<file path="config.mk">
export PLATFORM = sky130hd
export DESIGN_NAME = tpoc_dot
export DESIGN_NICKNAME = d
export VERILOG_FILES = /design/src/sv/tiled_pattern_overlay_cmyk_defines.svh /design/src/sv/tpoc_pkg.sv /design/src/sv/tpoc_dot.sv
export SDC_FILE = /design/constraint.sdc
export NUM_CORES = 1
export LEC_CHECK = 0
export BUFFER_PORTS_ARGS = -buffer_cell sky130_fd_sc_hd__buf_2
export CAP_MARGIN = 20
export CORE_MARGIN = 10
export CORE_UTILIZATION = 54
export DETAILED_ROUTE_END_ITERATION = 7
export GPL_TIMING_DRIVEN = 0
export PLACE_DENSITY = 0.71
export SLEW_MARGIN = 20
export SYNTH_ARGS = -nofsm -noshare
export SYNTH_HDL_FRONTEND = slang
export SYNTH_SLANG_ARGS = --single-unit
</file>
<file path="constraint.sdc">
create_clock -name i_clk -period 4.1 [get_ports i_clk]
set_input_delay 0.41 -clock i_clk [delete_from_list [all_inputs] [get_ports i_clk]]
set_output_delay 0.41 -clock i_clk [all_outputs]
set_load 0.01 [all_outputs]
</file>
<file path="src/sv/tiled_pattern_overlay_cmyk_defines.svh">
// Assertion macros shared by the tiled pattern overlay RTL.
// Expects i_clk and i_rst_n in the scope where a macro is used.
`ifndef TILED_PATTERN_OVERLAY_CMYK_DEFINES_SVH
`define TILED_PATTERN_OVERLAY_CMYK_DEFINES_SVH
`ifndef SYNTH
// Check a property at every clock edge outside reset.
`define TPOC_ASSERT(LBL, PROP, MSG) \
    LBL: assert property (@(posedge i_clk) disable iff (!i_rst_n) PROP) else $error(MSG);
// Check that a condition in one cycle implies another in the same cycle.
`define TPOC_IMPLIES(LBL, ANTE, CONS, MSG) \
    LBL: assert property (@(posedge i_clk) disable iff (!i_rst_n) (ANTE) |-> (CONS)) \
        else $error(MSG);
`else
`define TPOC_ASSERT(LBL, PROP, MSG)
`define TPOC_IMPLIES(LBL, ANTE, CONS, MSG)
`endif
`endif

</file>
<file path="src/sv/tpoc_pkg.sv">
`timescale 1ns / 1ps
// Shared types and constants of the tiled pattern overlay block.
// No dependencies.
package tpoc_pkg;

    localparam int MAP_AW    = 16;
    localparam int MAP_DEPTH = 1 << MAP_AW;
    localparam int CFG_DW    = 15;
    localparam int CFG_IW    = 3;

    localparam logic [15:0] W_RED   = 16'd13933;
    localparam logic [15:0] W_GREEN = 16'd46871;
    localparam logic [15:0] W_BLUE  = 16'd4732;

    localparam logic [7:0] INK_FULL = 8'd255;
    localparam logic [7:0] INK_NONE = 8'd0;

    localparam logic FUNC_LOAD    = 1'b0;
    localparam logic FUNC_COMPOSE = 1'b1;

    typedef enum logic [CFG_IW-1:0] {
        CFG_IMAGE_WIDTH   = 3'd0,
        CFG_IMAGE_HEIGHT  = 3'd1,
        CFG_TILE_WIDTH    = 3'd2,
        CFG_TILE_HEIGHT   = 3'd3,
        CFG_SCALE_FACTOR  = 3'd4,
        CFG_TILE_IS_RGB   = 3'd5,
        CFG_DOT_THRESHOLD = 3'd6
    } t_cfg_idx;

    // Raw geometry registers as written by software.
    typedef struct packed {
        logic [14:0] image_width;
        logic [14:0] image_height;
        logic [8:0]  tile_width;
        logic [8:0]  tile_height;
        logic [4:0]  scale_factor;
    } t_geom_cfg;

    // Position of the current raster pixel as seen by the map lookup.
    typedef struct packed {
        logic [MAP_AW-1:0] taddr;
        logic              row_end;
        logic              frame_end;
    } t_pix_pos;

endpackage

</file>
<file path="src/sv/tpoc_dot.sv">
`timescale 1ns / 1ps
// Luminance and dot decision for one tile sample: weights registered, sum and compare next.
// Depends on tpoc_pkg.
module tpoc_dot
    import tpoc_pkg::*;
(
    input  logic       i_clk,
    input  logic       i_en,
    input  logic [7:0] i_red,
    input  logic [7:0] i_green,
    input  logic [7:0] i_blue,
    input  logic       i_is_rgb,
    input  logic [8:0] i_threshold,
    output logic       o_dot
);

    logic [23:0] r_prod_r;
    logic [23:0] r_prod_g;
    logic [23:0] r_prod_b;
    logic [7:0]  r_gray;
    logic        r_is_rgb;
    logic [23:0] w_sum;
    logic [7:0]  w_lum;

    always_ff @(posedge i_clk) begin
        if (i_en) begin
            r_prod_r <= 24'(i_red)   * 24'(W_RED);
            r_prod_g <= 24'(i_green) * 24'(W_GREEN);
            r_prod_b <= 24'(i_blue)  * 24'(W_BLUE);
            r_gray   <= i_red;
            r_is_rgb <= i_is_rgb;
        end
    end

    // Weighted sum stays below 2^24, so the top byte is the truncated luminance.
    assign w_sum = r_prod_r + r_prod_g + r_prod_b;
    assign w_lum = r_is_rgb ? w_sum[23:16] : r_gray;
    assign o_dot = ({1'b0, w_lum} < i_threshold);

endmodule

</file>
==> tab_implementation.tex <==
\begin{tabular}{lr}
\hline
Metric & Value \\
\hline
\multicolumn{2}{l}{\textbf{Yosys}} \\
Synthesis Warnings & 0 \\
Most instantiated flip-flop cell in the synthesis netlist & sky130\_fd\_sc\_hd\_\_edfxtp\_1 \\
Synthesized netlist net count & 1,229 \\
Post-Synthesis Cells & 906 \\
Async set-reset flop share out of synthesis & 0\% \\
EDFF count, synth & 72 \\
Post-synthesis instance area & 0.009515 sq mm \\
Average cell area after synthesis & 10.50 sq um \\
Sequential share of the synthesized area & 22.72\% \\
Synth unique cells & 56 \\
Flip-flop and latch count after synthesis & 72 \\
\multicolumn{2}{l}{\textbf{Floorplan}} \\
Horiz. Die Dim & about 150 um \\
Height of the die & 152.7 um \\
Core ar. & 0.01730 sq mm \\
Num rows & between 40 and 50 \\
Total Die Area & 0.02333 sq mm \\
Number of I/O pins & 37 \\
Initial cell density of the core & 55.01\% \\
\multicolumn{2}{l}{\textbf{Global route}} \\
Wire length of the first global-routing pass & 32,960 um \\
GRT overflow & 0 \\
GRT Resource Usage Total & 16.99\% \\
Pin count of the biggest net entering global routing & 49 \\
Antenna violations before repair & 0 \\
Vias in the first global route & 6,720 \\
\multicolumn{2}{l}{\textbf{CTS}} \\
Clock Tree Buf Depth & 2 \\
Total number of H-tree levels & 3 \\
CTS clk-pin slew, worst paths & 0.05 ns \\
Clock sinks & 72 \\
Number of clock buffers inserted by TritonCTS & 9 \\
Clock Root Buffer & sky130\_fd\_sc\_hd\_\_clkbuf\_16 \\
CTS hold repair buffers & 0 \\
Clock tree from TritonCTS & built \\
\multicolumn{2}{l}{\textbf{Detailed routing}} \\
Routed length per instance & 16.81 um \\
Via/cell ratio & between 5 and 6 \\
Via total after detailed routing & 6,422 \\
Number of design-rule violations left by the first detailed-router iteration & 321 \\
\# DRC & 0 \\
Number of iterations in the first detailed-routing pass & 4 \\
Total routed wirelength & 20,190 um \\
Final ANT Viol Nets & 0 \\
\multicolumn{2}{l}{\textbf{Placement}} \\
Final HPWL from detailed placement & 16,360 um \\
IO buf count & 36 \\
Area of placed instances & 0.01010 sq mm \\
Final RePlAce weighted congestion & 0.8611 \\
\multicolumn{2}{l}{\textbf{STA}} \\
Final setup vio count & 1 \\
Slew @ Worst Pin & between 0.6 and 0.7 ns \\
Endpoints failing hold & 0 \\
Fin crit share & 112.6\% \\
Minimum period implied by the final worst setup slack & 4.619 ns \\
Final worst setup slack & -0.5186 ns \\
Final slew viol count & 0 \\
Unrepaired setup endpoints after global routing & true \\
Top achievable clock speed & 0.2165 GHz \\
Slew HR & 58.35\% \\
\multicolumn{2}{l}{\textbf{Cells and area}} \\
Final Cell Area & 0.01114 sq mm \\
\# nets final & 1,295 \\
Fillers & 1,342 \\
Most frequent cells in the layout & sky130\_fd\_sc\_hd\_\_inv\_1, sky130\_fd\_sc\_hd\_\_ha\_1, sky130\_fd\_sc\_hd\_\_fa\_1, sky130\_fd\_sc\_hd\_\_edfxtp\_1, sky130\_fd\_sc\_hd\_\_a21oi\_1 \\
Antenna fix cells & 0 \\
Synth-to-layout area growth & 17.04\% \\
Most common library cell in the layout ignoring fill and taps & sky130\_fd\_sc\_hd\_\_inv\_1 \\
Layout cells sized above 1 & 18.34\% \\
\multicolumn{2}{l}{\textbf{Worst hold path}} \\
Hold Crit Depth & 1 \\
Min-Delay Endpoint & r\_is\_rgb \\
Min-Delay Startpoint & i\_is\_rgb \\
Type of the most critical hold path & in -> reg \\
\multicolumn{2}{l}{\textbf{Critical path}} \\
Kind of end point of the critical path & output port \\
Maximum fanout along the worst path & 2 \\
CP startpoint kind & flop \\
Required time at the worst-slack endpoint & $\sim$3.7 ns \\
Worst setup path category & reg -> out \\
Data arrival time at the worst-slack endpoint & around 4.2 ns \\
\multicolumn{2}{l}{\textbf{Power and ir drop}} \\
Leakage Power & roughly 0.0053 uW \\
Power per cell area & 880.6 mW/mm\^{}2 \\
IR drop worst, VDD & 0.6344 mV \\
Final total power & approximately 9800 uW \\
\multicolumn{2}{l}{\textbf{Run}} \\
Number of maximum-capacitance constraint violations & 0 \\
\multicolumn{2}{l}{\textbf{Run status}} \\
Outcome & finished with violations \\
Violations in the final reports & setup timing \\
\hline
\end{tabular}
[critical path, stage by stage (launching register included)]
cell and delay [ns]:
sky130_fd_sc_hd__edfxtp_1 0.40, sky130_fd_sc_hd__inv_2 0.06, sky130_fd_sc_hd__fa_1 0.55, sky130_fd_sc_hd__inv_2 0.06
sky130_fd_sc_hd__ha_4 0.15, sky130_fd_sc_hd__or3_4 0.40, sky130_fd_sc_hd__o22ai_4 0.16, sky130_fd_sc_hd__o221a_4 0.24
sky130_fd_sc_hd__o31ai_4 0.08, sky130_fd_sc_hd__buf_4 0.17, sky130_fd_sc_hd__buf_6 0.11, sky130_fd_sc_hd__a311oi_2 0.24
sky130_fd_sc_hd__xnor2_1 0.12, sky130_fd_sc_hd__mux2_4 0.28, sky130_fd_sc_hd__ha_4 0.28, sky130_fd_sc_hd__nand2_2 0.05
sky130_fd_sc_hd__o21ai_2 0.15, sky130_fd_sc_hd__a21oi_2 0.07, sky130_fd_sc_hd__nor2_1 0.10, sky130_fd_sc_hd__a21oi_1 0.06
sky130_fd_sc_hd__buf_2 0.15
[repair_timing]
item	in CTS	in global routing
setup endpoints to repair	11	14
buffers inserted	7	11
hold endpoints to repair	0	0
resized for setup	55	63
pin swaps	38	49
[sequential cells by signal (all words and copies together) (netlist names)]
signal / cells
r_gray: 8
r_is_rgb: 1
r_prod_b: 19
r_prod_g: 24
r_prod_r: 20
[synth_stat cells (7+ instances only)]
cell                       number  area, sq um
sky130_fd_sc_hd__a211oi_1       7        52.55
sky130_fd_sc_hd__a21o_1        24        180.2
sky130_fd_sc_hd__a21oi_1       51        255.2
sky130_fd_sc_hd__edfxtp_1      72         2162
sky130_fd_sc_hd__fa_1         101         2022
sky130_fd_sc_hd__ha_1         186         2327
sky130_fd_sc_hd__inv_1        217        814.5
sky130_fd_sc_hd__nand2_1       22        82.58
sky130_fd_sc_hd__nand2b_1      10        62.56
sky130_fd_sc_hd__nand3_1       12        60.06
sky130_fd_sc_hd__nor2_1        27        101.4
sky130_fd_sc_hd__o21a_1        12        90.09
sky130_fd_sc_hd__o21ai_0       28        140.1
sky130_fd_sc_hd__o21bai_1       9        67.56
sky130_fd_sc_hd__xnor2_1       34        297.8
sky130_fd_sc_hd__xor2_1        16        140.1
[report_power, final]
group / internal (uW) / switching, uW / total [uW]
registers: 1300 / 169 / 1470
logic: 3540 / 3980 / 7530
clock network: 526 / 288 / 814
total: 5370 / 4440 / 9810
[how the worst max path moves through the flow]
stage          depth (start not counted)         from            to  slack, ns
2_1_floorplan                         14   i_green[5]  r_prod_g[23]     0.0003
3_3_place_gp                          15     i_red[6]  r_prod_r[21]      -0.51
3_5_place_dp                          15     i_red[5]  r_prod_r[18]      -0.58
4_1_cts                               20  r_prod_g[2]         o_dot      -0.40
5_1_grt                               20  r_prod_g[2]         o_dot      -0.65
6_report                              20  r_prod_g[2]         o_dot      -0.52
[final cells by class]
class	count	area (sq um)	share of cell area (%)
Buffer	1	3.754	0.03370
Clock buffer	9	225.2	2.022
Clock inverter	6	85.08	0.7640
Inverter	217	819.5	7.359
Multi-Input combinational cell	616	7173	64.41
Sequential cell	72	2162	19.41
Tap cell	225	281.5	2.528
Timing Repair Buffer	55	386.6	3.472
[layer usage]
| layer | wire, um | GRT usage (%) | share of wire [%] | vias to the layer above |
|---|---|---|---|---|
| met5 | 0 | 0 | 0 | - |
| met3 | 731 | 3.020 | 3.6 | 24 |
| met1 | 9252 | 22.77 | 46 | 3115 |
| li1 | - | - | - | 3196 |
| met2 | 9960 | 28.13 | 49 | 87 |
| met4 | 242 | 3.451 | 1.2 | 0 |
[cells by family after synthesis]
| family | count (synthesis) | synth area share (%) |
|---|---|---|
| adders and majority gates | 287 | 45.71 |
| AOI/OAI and AO/OA | 169 | 12.12 |
| DFF | 72 | 22.72 |
| and+or+nand+nor | 103 | 5.444 |
| xor gates and xnor gates | 50 | 4.602 |
| buffers and inverters | 218 | 8.600 |
| muxes | 7 | 0.8021 |
[stage by stage]
step | hold slack, ns | setup TNS (ns) | cells | worst slack [ns] | util (%)
after global placement | 0.6199 | -6.906 | 1167 | -0.5134 | 58.21
final | 0.2839 | -0.5186 | 1201 | -0.5186 | 64.39
after global routing | 0.2850 | -0.6985 | 1201 | -0.6539 | 64.39
after CTS | 0.2813 | -0.4012 | 1190 | -0.4012 | 62.15
after detailed placement | 0.6194 | -7.785 | 1168 | -0.5753 | 58.38
after floorplan | 0.5089 | 0 | 906 | 0.0002909 | -
Note: power is estimated with default switching activity, not from simulation.
