--- config.mk ---
export PLATFORM = sky130hd
export DESIGN_NAME = tpoc_raster
export DESIGN_NICKNAME = d
export VERILOG_FILES = /design/src/sv/tpoc_pkg.sv /design/src/sv/tpoc_raster.sv
export VERILOG_INCLUDE_DIRS = /design/src /design/src/sv
export SDC_FILE = /design/constraint.sdc
export NUM_CORES = 1
export LEC_CHECK = 0
export ABC_AREA = 1
export BUFFER_PORTS_ARGS = -buffer_cell sky130_fd_sc_hd__buf_2
export CELL_PAD_IN_SITES_DETAIL_PLACEMENT = 1
export CELL_PAD_IN_SITES_GLOBAL_PLACEMENT = 1
export CORE_UTILIZATION = 47
export CTS_CLUSTER_SIZE = 20
export DETAILED_ROUTE_END_ITERATION = 8
export PLACE_DENSITY = 0.95
export SLEW_MARGIN = 20
export SYNTH_ARGS = -nofsm -noshare
export SYNTH_HDL_FRONTEND = slang
export SYNTH_SLANG_ARGS = --single-unit
--- constraint.sdc ---
create_clock -name i_clk -period 13.12 [get_ports i_clk]
set_clock_uncertainty 0.15 [all_clocks]
set_input_delay 0.656 -clock i_clk [delete_from_list [all_inputs] [get_ports i_clk]]
set_output_delay 0.656 -clock i_clk [all_outputs]
set_load 0.05 [all_outputs]
--- src/sv/tiled_pattern_overlay_cmyk_defines.svh ---
// Assertion macros shared by the tiled pattern overlay RTL.
// Expects i_clk and i_rst_n in the scope where a macro is used.
`ifndef TILED_PATTERN_OVERLAY_CMYK_DEFINES_SVH
`define TILED_PATTERN_OVERLAY_CMYK_DEFINES_SVH
`ifndef SYNTH
// Check a property at every clock edge outside reset.
`define TPOC_ASSERT(LBL, PROP, MSG) \
    LBL: assert property (@(posedge i_clk) disable iff (!i_rst_n) PROP) else $error(MSG);
// Check that a condition in one cycle implies another in the same cycle.
`define TPOC_IMPLIES(LBL, ANTE, CONS, MSG) \
    LBL: assert property (@(posedge i_clk) disable iff (!i_rst_n) (ANTE) |-> (CONS)) \
        else $error(MSG);
`else
`define TPOC_ASSERT(LBL, PROP, MSG)
`define TPOC_IMPLIES(LBL, ANTE, CONS, MSG)
`endif
`endif

--- src/sv/tpoc_pkg.sv ---
`timescale 1ns / 1ps
// Shared types and constants of the tiled pattern overlay block.
// No dependencies.
package tpoc_pkg;

    localparam int MAP_AW    = 16;
    localparam int MAP_DEPTH = 1 << MAP_AW;
    localparam int CFG_DW    = 15;
    localparam int CFG_IW    = 3;

    localparam logic [15:0] W_RED   = 16'd13933;
    localparam logic [15:0] W_GREEN = 16'd46871;
    localparam logic [15:0] W_BLUE  = 16'd4732;

    localparam logic [7:0] INK_FULL = 8'd255;
    localparam logic [7:0] INK_NONE = 8'd0;

    localparam logic FUNC_LOAD    = 1'b0;
    localparam logic FUNC_COMPOSE = 1'b1;

    typedef enum logic [CFG_IW-1:0] {
        CFG_IMAGE_WIDTH   = 3'd0,
        CFG_IMAGE_HEIGHT  = 3'd1,
        CFG_TILE_WIDTH    = 3'd2,
        CFG_TILE_HEIGHT   = 3'd3,
        CFG_SCALE_FACTOR  = 3'd4,
        CFG_TILE_IS_RGB   = 3'd5,
        CFG_DOT_THRESHOLD = 3'd6
    } t_cfg_idx;

    // Raw geometry registers as written by software.
    typedef struct packed {
        logic [14:0] image_width;
        logic [14:0] image_height;
        logic [8:0]  tile_width;
        logic [8:0]  tile_height;
        logic [4:0]  scale_factor;
    } t_geom_cfg;

    // Position of the current raster pixel as seen by the map lookup.
    typedef struct packed {
        logic [MAP_AW-1:0] taddr;
        logic              row_end;
        logic              frame_end;
    } t_pix_pos;

endpackage

--- src/sv/tpoc_raster.sv ---
`timescale 1ns / 1ps
// Raster and repeating tile position counters, and the dot map address of the pixel.
// Depends on tpoc_pkg and tiled_pattern_overlay_cmyk_defines.svh.
`include "tiled_pattern_overlay_cmyk_defines.svh"
module tpoc_raster
    import tpoc_pkg::*;
#(
    parameter int MAX_TILE_SIDE  = 256,
    parameter int MAX_IMAGE_SIDE = 16384,
    parameter int MAX_SCALE      = 16
) (
    input  logic      i_clk,
    input  logic      i_rst_n,
    input  logic      i_step,
    input  t_geom_cfg i_cfg,
    output t_pix_pos  o_pos
);

    localparam int CNT_W = $clog2(MAX_IMAGE_SIDE);
    localparam int CW    = CNT_W + 1;
    localparam int TC_W  = (MAX_TILE_SIDE > 1) ? $clog2(MAX_TILE_SIDE) : 1;
    localparam int TL_W  = TC_W + 1;
    localparam int SC_W  = (MAX_SCALE > 1) ? $clog2(MAX_SCALE) : 1;
    localparam int SL_W  = SC_W + 1;

    logic [CNT_W-1:0] r_col, r_row, n_col, n_row;
    logic [SC_W-1:0]  r_sub_col, r_sub_row, n_sub_col, n_sub_row;
    logic [TC_W-1:0]  r_tile_col, r_tile_row, n_tile_col, n_tile_row;

    logic [CW-1:0]   w_iw, w_ih, w_col_inc, w_row_inc;
    logic [TL_W-1:0] w_tw, w_th, w_tcol_inc, w_trow_inc;
    logic [SL_W-1:0] w_sc, w_scol_inc, w_srow_inc;
    logic [31:0]     w_taddr_full;
    logic            w_row_end, w_frame_end;

    // Saturate the limits to 1..maximum.
    always_comb begin
        if (i_cfg.image_width == '0) begin
            w_iw = CW'(1);
        end else if (32'(i_cfg.image_width) > 32'(MAX_IMAGE_SIDE)) begin
            w_iw = CW'(MAX_IMAGE_SIDE);
        end else begin
            w_iw = CW'(i_cfg.image_width);
        end
        if (i_cfg.image_height == '0) begin
            w_ih = CW'(1);
        end else if (32'(i_cfg.image_height) > 32'(MAX_IMAGE_SIDE)) begin
            w_ih = CW'(MAX_IMAGE_SIDE);
        end else begin
            w_ih = CW'(i_cfg.image_height);
        end
        if (i_cfg.tile_width == '0) begin
            w_tw = TL_W'(1);
        end else if (32'(i_cfg.tile_width) > 32'(MAX_TILE_SIDE)) begin
            w_tw = TL_W'(MAX_TILE_SIDE);
        end else begin
            w_tw = TL_W'(i_cfg.tile_width);
        end
        if (i_cfg.tile_height == '0) begin
            w_th = TL_W'(1);
        end else if (32'(i_cfg.tile_height) > 32'(MAX_TILE_SIDE)) begin
            w_th = TL_W'(MAX_TILE_SIDE);
        end else begin
            w_th = TL_W'(i_cfg.tile_height);
        end
        if (i_cfg.scale_factor == '0) begin
            w_sc = SL_W'(1);
        end else if (32'(i_cfg.scale_factor) > 32'(MAX_SCALE)) begin
            w_sc = SL_W'(MAX_SCALE);
        end else begin
            w_sc = SL_W'(i_cfg.scale_factor);
        end
    end

    assign w_col_inc  = CW'(r_col) + CW'(1);
    assign w_row_inc  = CW'(r_row) + CW'(1);
    assign w_scol_inc = SL_W'(r_sub_col) + SL_W'(1);
    assign w_srow_inc = SL_W'(r_sub_row) + SL_W'(1);
    assign w_tcol_inc = TL_W'(r_tile_col) + TL_W'(1);
    assign w_trow_inc = TL_W'(r_tile_row) + TL_W'(1);

    // Counters can sit beyond a lowered limit, so wrap on reach-or-exceed.
    assign w_row_end   = (w_col_inc >= w_iw);
    assign w_frame_end = w_row_end && (w_row_inc >= w_ih);

    // One small multiplier; the address wraps to the map depth.
    assign w_taddr_full = 32'(r_tile_row) * 32'(w_tw) + 32'(r_tile_col);

    assign o_pos.taddr     = w_taddr_full[MAP_AW-1:0];
    assign o_pos.row_end   = w_row_end;
    assign o_pos.frame_end = w_frame_end;

    always_comb begin
        n_col      = r_col;
        n_row      = r_row;
        n_sub_col  = r_sub_col;
        n_sub_row  = r_sub_row;
        n_tile_col = r_tile_col;
        n_tile_row = r_tile_row;
        if (!w_row_end) begin
            n_col = w_col_inc[CNT_W-1:0];
            if (w_scol_inc >= w_sc) begin
                n_sub_col  = '0;
                n_tile_col = (w_tcol_inc >= w_tw) ? '0 : w_tcol_inc[TC_W-1:0];
            end else begin
                n_sub_col = w_scol_inc[SC_W-1:0];
            end
        end else begin
            n_col      = '0;
            n_sub_col  = '0;
            n_tile_col = '0;
            if (w_frame_end) begin
                n_row      = '0;
                n_sub_row  = '0;
                n_tile_row = '0;
            end else begin
                n_row = w_row_inc[CNT_W-1:0];
                if (w_srow_inc >= w_sc) begin
                    n_sub_row  = '0;
                    n_tile_row = (w_trow_inc >= w_th) ? '0 : w_trow_inc[TC_W-1:0];
                end else begin
                    n_sub_row = w_srow_inc[SC_W-1:0];
                end
            end
        end
    end

    always_ff @(posedge i_clk) begin
        if (!i_rst_n) begin
            r_col      <= '0;
            r_row      <= '0;
            r_sub_col  <= '0;
            r_sub_row  <= '0;
            r_tile_col <= '0;
            r_tile_row <= '0;
        end else if (i_step) begin
            r_col      <= n_col;
            r_row      <= n_row;
            r_sub_col  <= n_sub_col;
            r_sub_row  <= n_sub_row;
            r_tile_col <= n_tile_col;
            r_tile_row <= n_tile_row;
        end
    end

    `TPOC_ASSERT(a_row_restart,
        $past(i_step && w_row_end) |-> (r_col == '0 && r_tile_col == '0),
        "row end did not restart the column counters")
    `TPOC_ASSERT(a_frame_restart,
        $past(i_step && w_frame_end) |-> (r_row == '0 && r_tile_row == '0),
        "frame end did not restart the row counters")
    `TPOC_IMPLIES(a_frame_end_on_row_end, w_frame_end, w_row_end,
        "frame end flagged away from a row end")

endmodule

==> flow_summary_export.csv <==
group,metric,value,unit
run_status,status,"completed",
hold_path,hold_class,"register to register",
place,port-buffer-count,73,
synthesis,synthMuxAreaShare,0,
critical_path,rrSetupSlack,9.46,ns
synthesis,synthSimpleGateAreaFrac,0.294,
global_route,met2_usage,0.522,
timing,relSlewSlack,0.303,
place,placed_cells,1330,
synthesis,synth_fa_ha_area_frac,0.307,
flow_run,max_cap_viol_count,0,
global_route,grt_max_degree,35,
synthesis,yosysMostFrequentCell,"nand2_1",
global_route,grt_pass1_wl,34100,um
critical_path,critical_path_required,12.31,ns
synthesis,netlist_area,7280,sq um
critical_path,crit_fanout,6,
timing,rsz0062_at_grt,"no",
floorplanning,rows,45,
place,place_ws,6.42,ns
synthesis,synth_cell_types,36,
cells_and_area,finalInstanceArea,7890,sq um
cts,cts.htree.levels,2,
synthesis,synth_compound_area_frac,0.0737,
synthesis,syn-instance-count,1095,
route,wire_per_inst,14.7,um
route,first_pass_iters,4,
critical_path,max_stage_delay,0.54,ns
timing,timing.final.setup_violations,0,
synthesis,synth_xor_area_frac,0.0577,
synthesis,synthTopCellsByArea,"ha_1 (17%), nand2_1 (14%), dfxtp_1 (14%), fa_1 (13%), inv_1 (10%)",
power_and_ir_drop,p_total,0.438,mW
cells_and_area,drive_gt1_frac,0.0852,
cts,cts_tree,"built",
global_route,use_met3,0.0198,
cts,insertion_delay,0.30,ns
critical_path,r2r_end,"r_tile_row[0]",
critical_path,timing.critical_path.from,"i_cfg[16]",
timing,max_freq,149,MHz
timing,final.period_utilization,0.513,
route,drt_wl_total,19700,um
cts,cts_buffers,5,
cells_and_area,multi_input_area,5330,sq um
synthesis,synth_top_family_by_area,"adder cells",
route,ant_nets,0,
cells_and_area,antenna_cells,0,
cells_and_area,area_growth,8.40,%
floorplanning,start_util,0.481,
cts,cts.sinks,52,
cells_and_area,nNetsFinal,1354,
global_route,grt_pass1_vias,7630,
cts,clockBufferDepth,2,
floorplanning,pin_count,74,
global_route,grtUsageTotal,0.260,
critical_path,r2r_start,"r_col[0]",
synthesis,yosys_warnings,0,
place,gp_congestion,0.868,
timing,final.min_clock_period,6.73,ns
floorplanning,core,15100,sq um
synthesis,avgSynthCellArea,6.65,sq um
cells_and_area,regArea,1040,sq um
critical_path,critical_path_class,"primary input to output port",
floorplanning,dieWidth,126,um
floorplanning,die_height,126,um
route,vias,7088,
synthesis,ys_top_cells_by_count,"nand2_1 (278), inv_1 (201), nor2_1 (138)",
global_route,grt_use_met1,0.285,
floorplanning,die_area,16000,sq um
critical_path,path_cells,"buf_2 > inv_1 > nand2_1 > nor4_1 > nor2_1 > nor2_1 > inv_1 > nor2_1 > fa_1 > fa_1 > fa_1 > inv_1 > fa_1 > inv_1 > ha_1 > a21oi_1 > o21ai_0 > nor2_1 > nor2_1 > nor2_1 > o21ai_0 > xor2_1 > buf_2",
timing,tns,0,ns
cts,cts_root_buffer,"clkbuf_16",
route,routed_via_density,5.30,
timing,tightest_slew,1.04,ns
critical_path,arrival,5.92,ns
cts,cts_resized,0,
global_route,top_usage_layer,"met2",
synthesis,yosys_register_bits,52,
critical_path,critPathMostFrequentCell,"nor2_1",
synthesis,yosysTopAreaCell,"ha_1",
critical_path,endpoint,"o_pos[17]",
power_and_ir_drop,ir_drop,0.0633,mV
global_route,overflow,0,
critical_path,critPathLaunchType,"primary input",
critical_path,cp-end-kind,"output port",
critical_path,r2r_cells,20,
route,drc,0,
place,dpl_cell_area,7740,sq um
power_and_ir_drop,p_per_area,55.6,nW/um^2
synthesis,synth_top_area_share,0.172,
cells_and_area,final_cells,1338,
timing,hold_viol,0,
synthesis,ys_async_sr_fraction,0,
synthesis,synth_edf_count,0,
cells_and_area,nFillCells,2054,
timing,hold_slack,0.332,ns
global_route,antenna_found_initial,0,
cts,ctsHoldBuffers,0,
cts,post_cts_buffers,0,
place,hpwl,16300,um
route,drt_iter0_markers,239,
critical_path,cp_slowest_cell,"fa_1",
cts,clk_pin_slew_worst_paths,0.07,ns
timing,slew_violations,0,
synthesis,syn_nets,1300,
synthesis,synth_ff_type,"dfxtp_1",
timing,timing.final.ws_setup,6.39,ns
cells_and_area,utilization,0.521,
synthesis,ys_seq_area_frac,0.143,
power_and_ir_drop,p_leak,4.32,nW
==> power breakdown <==
group	switching [mW]	total [mW]	internal [mW]
sequential	0.00531	0.168	0.162
combinational	0.0873	0.132	0.0445
clock	0.0628	0.139	0.0761
==> worst max-delay path: cells and delay by family <==
kind / cells / cell delay, ns
AOI/OAI and AO/OA: 3 / 0.40
buffers and inverters: 6 / 0.72
xor gates and xnor gates: 1 / 0.17
and+or+nand+nor: 8 / 1.54
adders and majority gates: 5 / 2.41
==> state kept, by name (all words and copies together) (netlist names) <==
signal and count:
r_tile_row 8, r_col 14, r_sub_row 4, r_tile_col 8, r_sub_col 4, r_row 14
==> cell usage in the layout (no fill, tap or decap), drive strengths merged <==
cell,n
nor4,8
a211oi,1
o21a,3
nand3b,3
or3b,1
clkinv,2
o31ai,1
o21ai,19
inv,203
clkinvlp,2
nor3,12
xor2,33
and2,1
or2,3
o211ai,1
dfxtp,52
nand2,283
xnor2,15
nand3,45
a21oi,74
nand4,16
buf,73
or4,1
nor2,141
a21o,2
ha,100
fa,49
clkbuf,6
==> worst min path at each step <==
stage            startpoint           end  slack [ns]  depth (start not counted)
6_report          r_row[11]     r_row[11]        0.33                          2
5_1_grt           r_row[13]     r_row[13]        0.37                          2
4_1_cts           r_col[13]     r_col[13]        0.33                          2
3_5_place_dp      r_col[13]     r_col[13]        0.31                          2
3_3_place_gp   r_sub_col[3]  r_sub_col[3]        0.30                          2
2_1_floorplan     r_row[11]     r_row[11]        0.29                          2
==> metal layers <==
| layer | vias to the layer above | share of wire |
|---|---|---|
| met4 | 0 | 0.026 |
| li1 | 3509 | - |
| met5 | - | 0 |
| met1 | 3409 | 0.41 |
| met3 | 45 | 0.021 |
| met2 | 125 | 0.54 |
==> kinds of logic (layout without fill, tap and decap cells) <==
logic type	count (synthesis)	in the layout
compound gates	101	101
buf+inv	231	286
fa+ha+maj	149	149
simple gates	514	514
xor+xnor	48	48
flops	52	52
==> cell type report <==
cell class / instances / share of cell area
multi-input combinational: 812 / 0.675
sequential: 52 / 0.132
inverter: 205 / 0.0975
timing repair buffer: 73 / 0.0463
tap: 188 / 0.0298
clock buffer: 6 / 0.0176
clock inverter: 2 / 0.00190
(Power assumes the default switching activity.)
